===== src/sv/lzw_cached_code_decoder_unit_defines.svh =====
// Assertion macros shared by the cached-code LZW decoder RTL.
`ifndef LZW_CACHED_CODE_DECODER_UNIT_DEFINES_SVH
`define LZW_CACHED_CODE_DECODER_UNIT_DEFINES_SVH

// Checked on every clock edge outside reset.
`define LZWCCD_ASSERT(lbl, prop, msg) \
  lbl: assert property (@(posedge clk) disable iff (rst) prop) else $error(msg);

// Checked on every clock edge, reset included.
`define LZWCCD_ASSERT_ALWAYS(lbl, prop, msg) \
  lbl: assert property (@(posedge clk) prop) else $error(msg);

`endif


===== src/sv/lzwccd_pkg.sv =====
// Shared constants, state encoding and controller/datapath bundles.
`timescale 1ns / 1ps
`default_nettype none
package lzwccd_pkg;

  localparam int unsigned BASE_ENTRIES = 256;
  localparam int unsigned CODE_W       = 12;
  localparam int unsigned LEN_W        = 7;
  localparam int unsigned BYTE_W       = 8;

  typedef enum logic [4:0] {
    ST_IDLE,
    ST_SLOT,
    ST_SLOT_CAP,
    ST_CHECK,
    ST_PREV_CAP,
    ST_FIRST_BYTE,
    ST_FIRST_CAP,
    ST_COPY,
    ST_COPY_END,
    ST_ADD,
    ST_SRCH,
    ST_ROT,
    ST_ROT_FIN,
    ST_CUR_CAP,
    ST_OUT_RD,
    ST_OUT,
    ST_REJECT
  } state_t;

  typedef struct packed {
    logic accept;
    logic slot;
    logic slot_cap;
    logic ent_rd_prev;
    logic prev_cap;
    logic ent_rd_cur;
    logic first_rd;
    logic first_cap;
    logic copy;
    logic add;
    logic touch_cur;
    logic srch;
    logic rot;
    logic rot_fin;
    logic cur_cap;
    logic out_rd;
    logic out_load;
    logic rej_load;
    logic finish;
  } cmd_t;

  typedef struct packed {
    logic from_cache;
    logic slot_bad;
    logic slot_wpos;
    logic cur_bad;
    logic do_add;
    logic add_bad;
    logic copy_last;
    logic hit;
    logic miss;
    logic rot_end;
    logic out_free;
    logic out_last;
  } sts_t;

endpackage
`default_nettype wire


===== src/sv/lzwccd_ctrl.sv =====
// Controller state machine sequencing one code request at a time.
`timescale 1ns / 1ps
`default_nettype none
module lzwccd_ctrl (
  input  logic               clk,
  input  logic               rst,
  input  logic               in_valid,
  output logic               in_ready,
  input  lzwccd_pkg::sts_t   sts,
  output lzwccd_pkg::cmd_t   cmd
);
  import lzwccd_pkg::*;

  state_t state, state_next;
  logic   add_phase, add_phase_next;

  always_ff @(posedge clk) begin
    if (rst) begin
      state     <= ST_IDLE;
      add_phase <= 1'b0;
    end else begin
      state     <= state_next;
      add_phase <= add_phase_next;
    end
  end

  always_comb begin
    cmd            = '0;
    state_next     = state;
    add_phase_next = add_phase;
    in_ready       = (state == ST_IDLE);
    unique case (state)
      ST_IDLE: begin
        if (in_valid) begin
          cmd.accept = 1'b1;
          state_next = sts.from_cache ? ST_SLOT : ST_CHECK;
        end
      end
      ST_SLOT: begin
        cmd.slot = 1'b1;
        if (sts.slot_bad) state_next = ST_REJECT;
        else if (sts.slot_wpos) state_next = ST_CHECK;
        else state_next = ST_SLOT_CAP;
      end
      ST_SLOT_CAP: begin
        cmd.slot_cap = 1'b1;
        state_next   = ST_CHECK;
      end
      ST_CHECK: begin
        if (sts.cur_bad) begin
          state_next = ST_REJECT;
        end else if (sts.do_add) begin
          cmd.ent_rd_prev = 1'b1;
          add_phase_next  = 1'b1;
          state_next      = ST_PREV_CAP;
        end else begin
          cmd.touch_cur  = 1'b1;
          add_phase_next = 1'b0;
          state_next     = ST_SRCH;
        end
      end
      ST_PREV_CAP: begin
        cmd.prev_cap = 1'b1;
        if (sts.add_bad) begin
          state_next = ST_REJECT;
        end else begin
          cmd.ent_rd_cur = 1'b1;
          state_next     = ST_FIRST_BYTE;
        end
      end
      ST_FIRST_BYTE: begin
        cmd.first_rd = 1'b1;
        state_next   = ST_FIRST_CAP;
      end
      ST_FIRST_CAP: begin
        cmd.first_cap = 1'b1;
        state_next    = ST_COPY;
      end
      ST_COPY: begin
        cmd.copy = 1'b1;
        if (sts.copy_last) state_next = ST_COPY_END;
      end
      ST_COPY_END: begin
        state_next = ST_ADD;
      end
      ST_ADD: begin
        cmd.add    = 1'b1;
        state_next = ST_SRCH;
      end
      ST_SRCH, ST_ROT_FIN: begin
        if (state == ST_ROT_FIN) cmd.rot_fin = 1'b1;
        else cmd.srch = 1'b1;
        if (state == ST_SRCH && sts.hit) begin
          state_next = ST_ROT;
        end else if (state == ST_ROT_FIN || sts.miss) begin
          // ring update done: touch the current code, or fetch its entry
          if (add_phase) begin
            cmd.touch_cur  = 1'b1;
            add_phase_next = 1'b0;
            state_next     = ST_SRCH;
          end else begin
            cmd.ent_rd_cur = 1'b1;
            state_next     = ST_CUR_CAP;
          end
        end
      end
      ST_ROT: begin
        cmd.rot = 1'b1;
        if (sts.rot_end) state_next = ST_ROT_FIN;
      end
      ST_CUR_CAP: begin
        cmd.cur_cap = 1'b1;
        state_next  = ST_OUT_RD;
      end
      ST_OUT_RD: begin
        cmd.out_rd = 1'b1;
        state_next = ST_OUT;
      end
      ST_OUT: begin
        if (sts.out_free) begin
          cmd.out_load = 1'b1;
          if (sts.out_last) begin
            cmd.finish = 1'b1;
            state_next = ST_IDLE;
          end else begin
            cmd.out_rd = 1'b1;
          end
        end
      end
      ST_REJECT: begin
        if (sts.out_free) begin
          cmd.rej_load = 1'b1;
          state_next   = ST_IDLE;
        end
      end
      default: state_next = ST_IDLE;
    endcase
  end

endmodule
`default_nettype wire


===== config.mk =====
export PLATFORM = sky130hd
export DESIGN_NAME = lzwccd_ctrl
export DESIGN_NICKNAME = d
export VERILOG_FILES = /design/src/sv/lzw_cached_code_decoder_unit_defines.svh /design/src/sv/lzwccd_pkg.sv /design/src/sv/lzwccd_ctrl.sv
export SDC_FILE = /design/constraint.sdc
export NUM_CORES = 1
export LEC_CHECK = 0
export ABC_AREA = 1
export BUFFER_PORTS_ARGS = -buffer_cell sky130_fd_sc_hd__buf_2
export CAP_MARGIN = 20
export CORE_MARGIN = 4
export CORE_UTILIZATION = 47
export CTS_CLUSTER_DIAMETER = 100
export DETAILED_ROUTE_END_ITERATION = 7
export PLACE_DENSITY = 0.79
export REMOVE_ABC_BUFFERS = 1
export SLEW_MARGIN = 15
export SYNTH_ARGS = -nofsm -noshare
export SYNTH_HDL_FRONTEND = slang
export SYNTH_SLANG_ARGS = --single-unit

===== constraint.sdc =====
create_clock -name clk -period 1.4 [get_ports clk]
set_input_delay 0 -clock clk [delete_from_list [all_inputs] [get_ports clk]]
set_output_delay 0 -clock clk [all_outputs]
set_load 0.03 [all_outputs]

==> impl_results.md, run 1 <==
* Status: finished with violations
* Failing checks: setup timing
* Vias in the first global route at approximately 1,100
* Max_cap viols at 0
* Share of layout cells above drive strength 1 at a little over half
* Starting Density at about half
* Synth area leader: nand2_1
* Top cells by count, synth: nand2_1, inv_1, nor2_1
* Via/cell ratio at 5.678
* Syn. warnings at 0
* #FFs+latches synth at 6
* Crit path required time at 1400 ps
* RSZ-0062 raised after global routing: yes
* Die width at 49.66 µm
* CTS tree: built
* CTS max path bufs at 2
* Mean Syn Cell Area at ~5.4 µm²
* Clk sinks at 6
* DR pass1 iterations at 4
* CTS H-tree depth at 1
* Drt drc at 0
* Die height at between 40 and 50 µm
* Largest net degree at the start of global routing at 8
* Fin area at between 0.001 and 0.0015 mm²
* Die Area at between 0.002 and 0.0025 mm²
* Worst skew pair latency at 260 ps
* ANT nets after route at 0
* Area Growth Syn to Fin at 65.64%
* DP HPWL at 2.200 mm
* Final period util at 113.9%
* Worst vdd ir at 1.158 mV
* Final nets at between 200 and 250
* Clock-pin slew on the worst setup and hold paths at around 60 ps
* Post-synth EDFFs at 0
* Place WS at -75.30 ps
* FP Rows at 14
* Sequential cell area fraction in the yosys report at 14.72%
* Mapped cell area at around 820 µm²
* Count of final hold-check violations at 0
* Initial antenna violation count at 0
* Top cells by area, synth: nand2_1, dfxtp_1, inv_1
* Via count at 1,289
* Mapped Cells at roughly 150
* Critical path launch point type: flop
* Crit path arrival time at between 1500 and 2000 ps
* Critical Setup Path Class: flop to output pin
* I/O pin total at 35
* Fmax at around 0.63 GHz
* Async SR Flop Fraction at 0%
* Synth Flop Type: dfxtp_1
* Cts bufs inserted at 3
* Final min period at 1595 ps
* Ant diodes at 0
* Area fraction of the dominant cell type after synthesis at between 15 and 20%
* PortBufs at 34
* Hold Crit Class: primary input to flop
* Final Setup Violations at 10
* DP Area at between 0.001 and 0.0015 mm²
* Total power at roughly 1.7 mW
* CORE AREA at 0.001577 mm²
* First-pass GRT wire length at 4.885 mm
* Total wire length at about 3.7 mm
* Slew Limit Fails at 0
* Clock Tree Root: clkbuf_4
* PwrDens at around 1300 mW/mm²
* CP endpoint kind: output pin
* Leak at between 0.7 and 0.8 nW
* Initial DRC count at 74
* Final worst slack at -194.8 ps
* Slew headroom at approximately four fifths
* WL/cell at 16.15 µm
* Synth cell types at 20
* Most instantiated library cell after synthesis: nand2_1
* Tot GR Track Use at approximately 25%
* GR Overflow Total at 0
* Worst clock skew at 13.95 ps
* Final Util at 85.71%
* Worst Tran Pin Value at 271.1 ps
* Worst-path fanout max at 6
* RD Place Congestion at 0.9241
==> timing repair <==
action | CTS | global route
endpoints found under the setup margin | 10 | 14
hold endpoints to repair | 4 | 0
buffers inserted | 6 | 5
hold buffers | 1 | 0
resized for setup | 20 | 36
pin swaps | 5 | 10
==> worst max-delay path, cell delays in order (launching register included) <==
cell and delay, ps:
dfxtp_4 380, nor2_2 140, inv_2 100, nor2_4 120
inv_2 60, o21ai_2 90, inv_2 60, o21ai_1 180
buf_4 200
==> placed cells by master (no fill, tap or decap), types with 6 or more instances in the layout <==
cell,count
nor2_1,13
nor2_2,8
nand2_1,34
nand3_1,8
a21oi_1,6
nor2_4,9
buf_2,27
nand2_2,8
inv_1,24
buf_4,26
inv_2,8
==> cells by family after synthesis <==
logic type             count (synthesis)  share of synthesized area (%)
and+or+nand+nor                       95                          58.59
buffers and inverters                 35                          17.02
AOI/OAI and AO/OA                     15                          9.663
DFF                                    6                          14.72
==> stage by stage <==
step / cells / TNS (ps) / hold WS, ps
finish: 227 / -981.5 / 81.27
global route: 227 / -1935 / 106.5
CTS: 222 / -296.3 / 72.48
detailed placement: 212 / -335.6 / 255.9
global placement: 212 / -184.4 / 240.6
floorplan: 150 / -2554 / 69.07
==> power by group <==
group	total (mW)	switching [mW]	internal (mW)
Clock	0.172	0.0742	0.0978
Sequential	0.307	0.0816	0.226
Combinational	1.27	0.818	0.451
==> worst paths after layout <==
check | from | to | cells after the start | slack, ps
hold reg to reg | add_phase | add_phase | 2 | 500
setup reg to reg | state[2] | state[1] | 11 | -140
setup / recovery | state[0] | cmd[13] | 8 | -190
hold / removal | sts[6] | state[4] | 3 | 80
==> routing by layer <==
layer	vias up	routed length, µm	GRT usage, %	part of all wire, %
met5	-	0	0	0
met4	0	157	4.608	4.3
met3	22	333	2.711	9.1
met2	98	1795	45.15	49
met1	582	1380	31.16	38
li1	587	-	-	-
==> sequential cells by signal, summed over array words and instances (netlist names) <==
register	count
state	5
add_phase	1
==> layout make-up <==
type | count | area [µm²]
Clock buffer | 3 | 22.52
Tap cell | 16 | 20.02
Sequential cell | 6 | 136.4
Inverter | 34 | 132.6
Fill cell | 105 | 225.2
Timing Repair Buffer | 58 | 381.6
Multi-Input combinational cell | 110 | 658.1
(Power assumes the default switching activity.)
==> run 2: changes to the inputs <==
--- a/config.mk
+++ b/config.mk
@@ -12,7 +12,7 @@
 export CORE_UTILIZATION = 47
 export CTS_CLUSTER_DIAMETER = 100
 export DETAILED_ROUTE_END_ITERATION = 7
-export PLACE_DENSITY = 0.79
+export PLACE_DENSITY = 0.87
 export REMOVE_ABC_BUFFERS = 1
 export SLEW_MARGIN = 15
 export SYNTH_ARGS = -nofsm -noshare
==> run 2 against run 1 <==
Effect of this change:
- the flow now stops in global routing
- area after synthesis unchanged
- synthesized cell count is the same
==> impl_results.md, run 2 <==
* Place WS at -112.6 ps
* Largest net degree at the start of global routing at 7
* GRT worst endpoint: cmd[8]
* FP Rows at 14
* Error msg: [ERROR DPL-0038] Utilization greater than 100%, impossible to legalize
* Die width at 49.66 µm
* Synth area leader: nand2_1
* I/O pin total at 35
* Clk sinks at 6
* Status: aborted with a tool error
* Sequential cell area fraction in the yosys report at 14.72%
* Area fraction of the dominant cell type after synthesis at a little under a fifth
* Starting Density at 51.75%
* Most instantiated library cell after synthesis: nand2_1
* Post-synth EDFFs at 0
* CTS max path bufs at 2
* Syn. warnings at 0
* Top cells by count, synth: nand2_1, inv_1, nor2_1
* CTS H-tree depth at 1
* DP HPWL at around 2.2 mm
* PortBufs at 34
* Die height at around 50 µm
* Mapped cell area at ~820 µm²
* Synth cell types at 20
* Cts bufs inserted at 3
* Mean Syn Cell Area at 5.403 µm²
* Mapped Cells at between 150 and 200
* Async SR Flop Fraction at 0%
* #FFs+latches synth at 6
* RD Place Congestion at 0.9418
* Clock Tree Root: clkbuf_4
* Step where the flow halted: global routing
* Synth Flop Type: dfxtp_1
* Top cells by area, synth: nand2_1, dfxtp_1, inv_1
* Worst-path end type: primary output
-- run 2: cell counts after synthesis --
No cell type changed its count.
-- run 2: cells by family after synthesis --
kind of cell	synth area share [%]
compound gates	9.663
buf+inv	17.02
flops	14.72
simple gates	58.59
-- run 2: through the flow --
stage	instances	utilization (%)	area [µm²]
after floorplan	150	-	804.5
after global placement	212	68.81	1085
after detailed placement	212	68.81	1085
after CTS	231	84.68	1335
-- run 2: repair_timing --
item / CTS
hold buffers: 1
pin swaps: 9
endpoints found under the setup margin: 13
buffers inserted: 15
resized for setup: 38
hold endpoints to repair: 5
==> run 3: changes to the inputs <==
--- a/config.mk
+++ b/config.mk
@@ -8,11 +8,10 @@
 export ABC_AREA = 1
 export BUFFER_PORTS_ARGS = -buffer_cell sky130_fd_sc_hd__buf_2
 export CAP_MARGIN = 20
-export CORE_MARGIN = 4
-export CORE_UTILIZATION = 47
-export CTS_CLUSTER_DIAMETER = 100
+export CORE_AREA = 4 4 65 67
 export DETAILED_ROUTE_END_ITERATION = 7
-export PLACE_DENSITY = 0.87
+export DIE_AREA = 0 0 69 71
+export PLACE_DENSITY_LB_ADDON = 0.15
 export REMOVE_ABC_BUFFERS = 1
 export SLEW_MARGIN = 15
 export SYNTH_ARGS = -nofsm -noshare
==> run 3 against run 2 <==
Effect of this change:
- the flow now finishes, with violations (setup timing)
==> impl_results.md, run 3 (synthesized netlist as in run 1, its figures left out) <==
* Status: finished with violations
* Failing checks: setup timing
* CP cell instances: buf_6, nor2_4, nand2_2, o21ai_4, inv_2, o21ai_2, buf_6
* Critical path launch point type: flop
* Critical Setup Path Class: flop to output pin
* Worst vdd ir at about 0.55 mV
* Final min period at roughly 1500 ps
* Area Growth Syn to Fin at 75.46%
* Sequential share of power at between 15 and 20%
* CP endpoint kind: output pin
* CTS tree: built
* Family with the most delay on the worst path: flip-flops
* P_sw at between 800 and 900 µW
* Most common cell on crit path: buf_6
* Comb pwr share at 68.2%
* Worst clock skew at approximately 4 ps
* Cts bufs inserted at 3
* CTS H-tree depth at 1
* PortBufs at 34
* Final period util at 104.0%
* Place WS at -139.9 ps
* Sw Share at 49.60%
* Starting Density at about 22%
* RD Place Congestion at just under 0.8
* Pint at 905.6 µW
* Via count at between 1,000 and 1,500
* Clock-pin slew on the worst setup and hold paths at ~40 ps
* WL/cell at ~12 µm
* DR pass1 iterations at 4
* Max_cap viols at 0
* CTS max path bufs at 2
* Die width at 69 µm
* GR Overflow Total at 0
* Hold Crit Class: primary input to flop
* CP bufs+invs at 3
* Final Util at 39.39%
* Crit path arrival time at 1460 ps
* Die Area at just under 0.005 mm²
* Worst-path fanout max at 5
* First-pass GRT wire length at between 5 and 6 mm
* FP Rows at 22
* Initial antenna violation count at 0
* Fmax at 0.6869 GHz
* Initial DRC count at 20
* Commonest non-fill, non-tap cell in the layout: nand2_1
* Number of flip-flops under the largest register name at 5
* Count of final hold-check violations at 0
* Largest Register: state
* DP HPWL at around 2.5 mm
* PwrDens at about 1300 mW/mm²
* Share of layout cells above drive strength 1 at between 50% and 60%
* Die height at slightly above 70 µm
* Slowest cell on crit path: dfxtp_4
* Fillcell total at 432
* Final worst slack at -55.76 ps
* Via/cell ratio at between 4 and 5
* Most frequent cells in the layout: nand2_1, buf_4, buf_2
* Slew headroom at 83.16%
* Final Setup Violations at 3
* Total wire length at between 3 and 4 mm
* Leak at roughly 0.74 nW
* Largest regs: state (5), add_phase (1)
* Clock Tree Root: clkbuf_8
* Clk sinks at 6
* Vias in the first global route at 1,169
* CP peak stage delay at about 370 ps
* I/O pin total at 35
* Power share of the clock group at ~14%
* Tot GR Track Use at between 10% and 20%
* Drt drc at 0
* Final nets at roughly 230
* ANT nets after route at 0
* Worst Tran Pin Value at between 200 and 300 ps
* Crit path required time at roughly 1400 ps
* CORE AREA at 0.003633 mm²
* Largest net degree at the start of global routing at 7
* Ant diodes at 0
* Slew Limit Fails at 0
* RSZ-0062 raised after global routing: yes
* Worst skew pair latency at between 200 and 250 ps
==> run 3: layer usage <==
layer,track usage (%),vias up,part of all wire [%]
met5,0,-,0
met4,2.603,0,0.65
met3,2.415,4,5.1
met2,22.56,33,49
met1,14.86,498,45
li1,-,594,-
==> run 3: worst paths after layout <==
check	from	endpoint	slack [ps]	cells after the start
min	rst	state[0]	7	2
max reg2reg	state[2]	state[1]	0	9
max	state[2]	cmd[13]	-60	7
min reg2reg	add_phase	add_phase	500	2
==> run 3: metrics by stage <==
stage               std cells  total power [mW]  TNS (ps)  cell area (µm²)  hold slack [ps]
floorplan                 150            0.9386     -2554            804.5            69.07
global placement          254             1.387    -729.4             1200            256.4
detailed placement        254             1.375    -736.8             1200            251.5
CTS                       263             1.777    -195.4             1386            12.77
global route              263             1.922    -800.1             1431            30.97
finish                    263             1.797    -92.62             1431            6.675
==> run 3: area by class of cell <==
cell class,count,area [µm²],share of cell area (%)
inverter,34,130.1,9.091
tap,48,60.06,4.196
timing repair buffer,62,410.4,28.67
clock buffer,3,41.29,2.885
sequential,6,136.4,9.528
multi-input combinational,110,653.1,45.63
==> run 3: worst register-to-register path, cell delays in order (launching register included) <==
cell	delay [ps]
dfxtp_4	370
buf_6	130
nor2_4	140
nand2_2	90
buf_4	150
inv_2	50
nand3_2	90
nand3_4	120
nand2_1	60
a21oi_1	130
==> run 3: repair_timing <==
item                                    in CTS  in global routing
setup buffers                                6                  0
pin swaps                                    7                  5
endpoints found under the setup margin      17                 12
hold buffers                                 0                  0
cloned                                       0                  0
gates resized for setup                     33                 17
==> run 3: power groups by stage <==
stage	combinational (mW)	sequential, mW	clock, mW
2_1_floorplan	0.675	0.264	0
3_3_place_gp	1.12	0.269	0
3_5_place_dp	1.11	0.267	0
4_1_cts	1.21	0.309	0.261
5_1_grt	1.33	0.320	0.267
6_report	1.23	0.314	0.257
==> run 4: changes to the inputs <==
==> constraint.sdc (replaced) <==
create_clock -name clk -period 1.4 [get_ports clk]
set_input_delay 0.07 -clock clk [delete_from_list [all_inputs] [get_ports clk]]
set_output_delay 0.07 -clock clk [all_outputs]
set_load 0.03 [all_outputs]
==> run 4 against run 3 <==
Effect of this change:
- the flow still finishes with violations (setup timing)
- critical endpoint unchanged
- die area stayed put
- utilization is 3.6 points higher
- largest cell class unchanged
- critical path type unchanged
- register-to-register slack worse by 80 ps
- clock power is 2% higher
- cell count is 3.4% higher
- first-iteration DRC count grew to 2.5 times the previous value
- via count is 1.9% higher
- cell area is 9.1% higher
- fmax is 3.0% lower
- sequential share of layout area is 0.79 points lower
==> impl_results.md, run 4 (synthesized netlist as in run 1, its figures left out) <==
* Most frequent cells in the layout: buf_4, nand2_1, inv_1
* Fin cells at between 200 and 300
* Die width at between 60 and 70 µm
* Worst skew pair latency at roughly 230 ps
* Initial antenna violation count at 0
* Die Area at ~0.005 mm²
* CORE AREA at between 0.003 and 0.004 mm²
* Largest Register: state
* Drt drc at 0
* Clock Tree Root: clkbuf_8
* Slew Limit Fails at 0
* Slew headroom at roughly 85%
* Final Util at 42.98%
* Via/cell ratio at 4.228
* Critical path launch point type: flop
* Status: finished with violations
* Final nets at approximately 240
* Largest net degree at the start of global routing at 8
* DP HPWL at around 2.5 mm
* Count of final hold-check violations at 0
* Critical Setup Path Class: flop to output pin
* First-pass GRT wire length at ~5.0 mm
* Share of layout cells above drive strength 1 at between 50% and 60%
* Final min period at ~1500 ps
* Cts bufs inserted at 3
* Worst clock skew at 1.480 ps
* WL/cell at ~11 µm
* Clock-pin slew on the worst setup and hold paths at about 40 ps
* Largest regs: state (5), add_phase (1)
* CTS H-tree depth at 1
* CTS tree: built
* ANT nets after route at 0
* Failing checks: setup timing
* Final Setup Violations at 8
* Total power at between 1.5 and 2 mW
* Clk sinks at 6
* Ant diodes at 0
* CTS max path bufs at 2
* CP peak stage delay at around 370 ps
* Placed cells at around 260
* Initial DRC count at 50
* PwrDens at approximately 1200 mW/mm²
* Starting Density at between 20% and 30%
* Fmax at 0.6662 GHz
* Vias in the first global route at 1,102
* Die height at just over 70 µm
* Worst hold slack at between 90 and 100 ps
* PortBufs at 34
* Total wire length at ~3.1 mm
* RD Place Congestion at between 0.8 and 0.9
* CP bufs+invs at 3
* Tot GR Track Use at between 10 and 15%
* Area Growth Syn to Fin at 91.41%
* Crit path required time at 1330 ps
* Via count at around 1,200
* RSZ-0062 raised after global routing: yes
* I/O pin total at 35
* Worst-path fanout max at 5
* Leak at 0.7916 nW
* CP cell instances: buf_6, nor2_4, nand2_2, o21ai_2, inv_1, o21ai_1, buf_4
* Final worst slack at -101.1 ps
* GR Overflow Total at 0
* Worst vdd ir at about 0.52 mV
* FP Rows at 22
* Commonest non-fill, non-tap cell in the layout: buf_4
* Hold Crit Class: primary input to flop
* Number of flip-flops under the largest register name at 5
* Fin Setup TNS at -390.6 ps
* DR pass1 iterations at 4
* Family with the most delay on the worst path: flip-flops
* Max_cap viols at 0
* Final period util at 107.2%
* Crit path arrival time at 1430 ps
* Slowest cell on crit path: dfxtp_4
* Worst Tran Pin Value at ~230 ps
* CP endpoint kind: output pin
## run 4: changes by cell type in the layout (fill, tap and decap cells not counted), moves of 2 or more
| cell | change |
|---|---|
| buf_4 | +10 |
| buf_2 | -9 |
| nand3_4 | +2 |
| nand2_2 | +2 |
| inv_1 | +2 |
| nand3_2 | -3 |
| nor2_1 | -2 |
| nor2_2 | +2 |
| buf_6 | +7 |
| inv_2 | -2 |
## run 4: layout make-up
type                            instances  area, µm²
Clock buffer                            3      41.29
Fill cell                             411       2072
Inverter                               34      130.1
Multi-Input combinational cell        110      666.9
Sequential cell                         6      136.4
Tap cell                               48      60.06
Timing Repair Buffer                   71      526.8
## run 4: power by group
group          switching (mW)  internal (mW)  total, mW
sequential             0.0744          0.226      0.301
combinational           0.769          0.614       1.38
clock                  0.0770          0.185      0.262
total                   0.921           1.03       1.95
## run 4: path summary, 6_finish.rpt
path                            startpoint   endpoint  slack (ps)  depth (start not counted)
worst min-delay path                   rst   state[1]          90                          2
worst max-delay path              state[2]    cmd[13]        -100                          7
worst min register to register   add_phase  add_phase         510                          2
worst max register to register    state[0]   state[1]         -80                         11
## run 4: per-stage QoR
stage | area (µm²) | setup WS [ps]
final | 1562 | -101.1
after global routing | 1562 | -175.9
after CTS | 1380 | -118.8
after detailed placement | 1207 | -140.6
after global placement | 1207 | -130.9
after floorplan | 804.5 | -535.9
## run 4: layer usage
metal	routed length (µm)	global-route usage, %	share of wire, %
met1	1389	15.86	45
met2	1559	20.76	50
met3	115	2.415	3.7
met4	31	3.905	1.0
met5	0	0	0
## run 4: worst register-to-register path, delay by kind of cell, from the launching register on
kind	cells	cell delay, ps
DFF	1	390
buffers and inverters	4	470
AOI/OAI and AO/OA	1	50
and+or+nand+nor	6	470
## run 4: repair_timing
| item | 4_1_cts | 5_1_grt |
|---|---|---|
| setup endpoints to repair | 21 | 22 |
| buffers inserted | 8 | 7 |
| pin swaps | 5 | 17 |
| hold buffers | 0 | 0 |
| resized for setup | 29 | 37 |
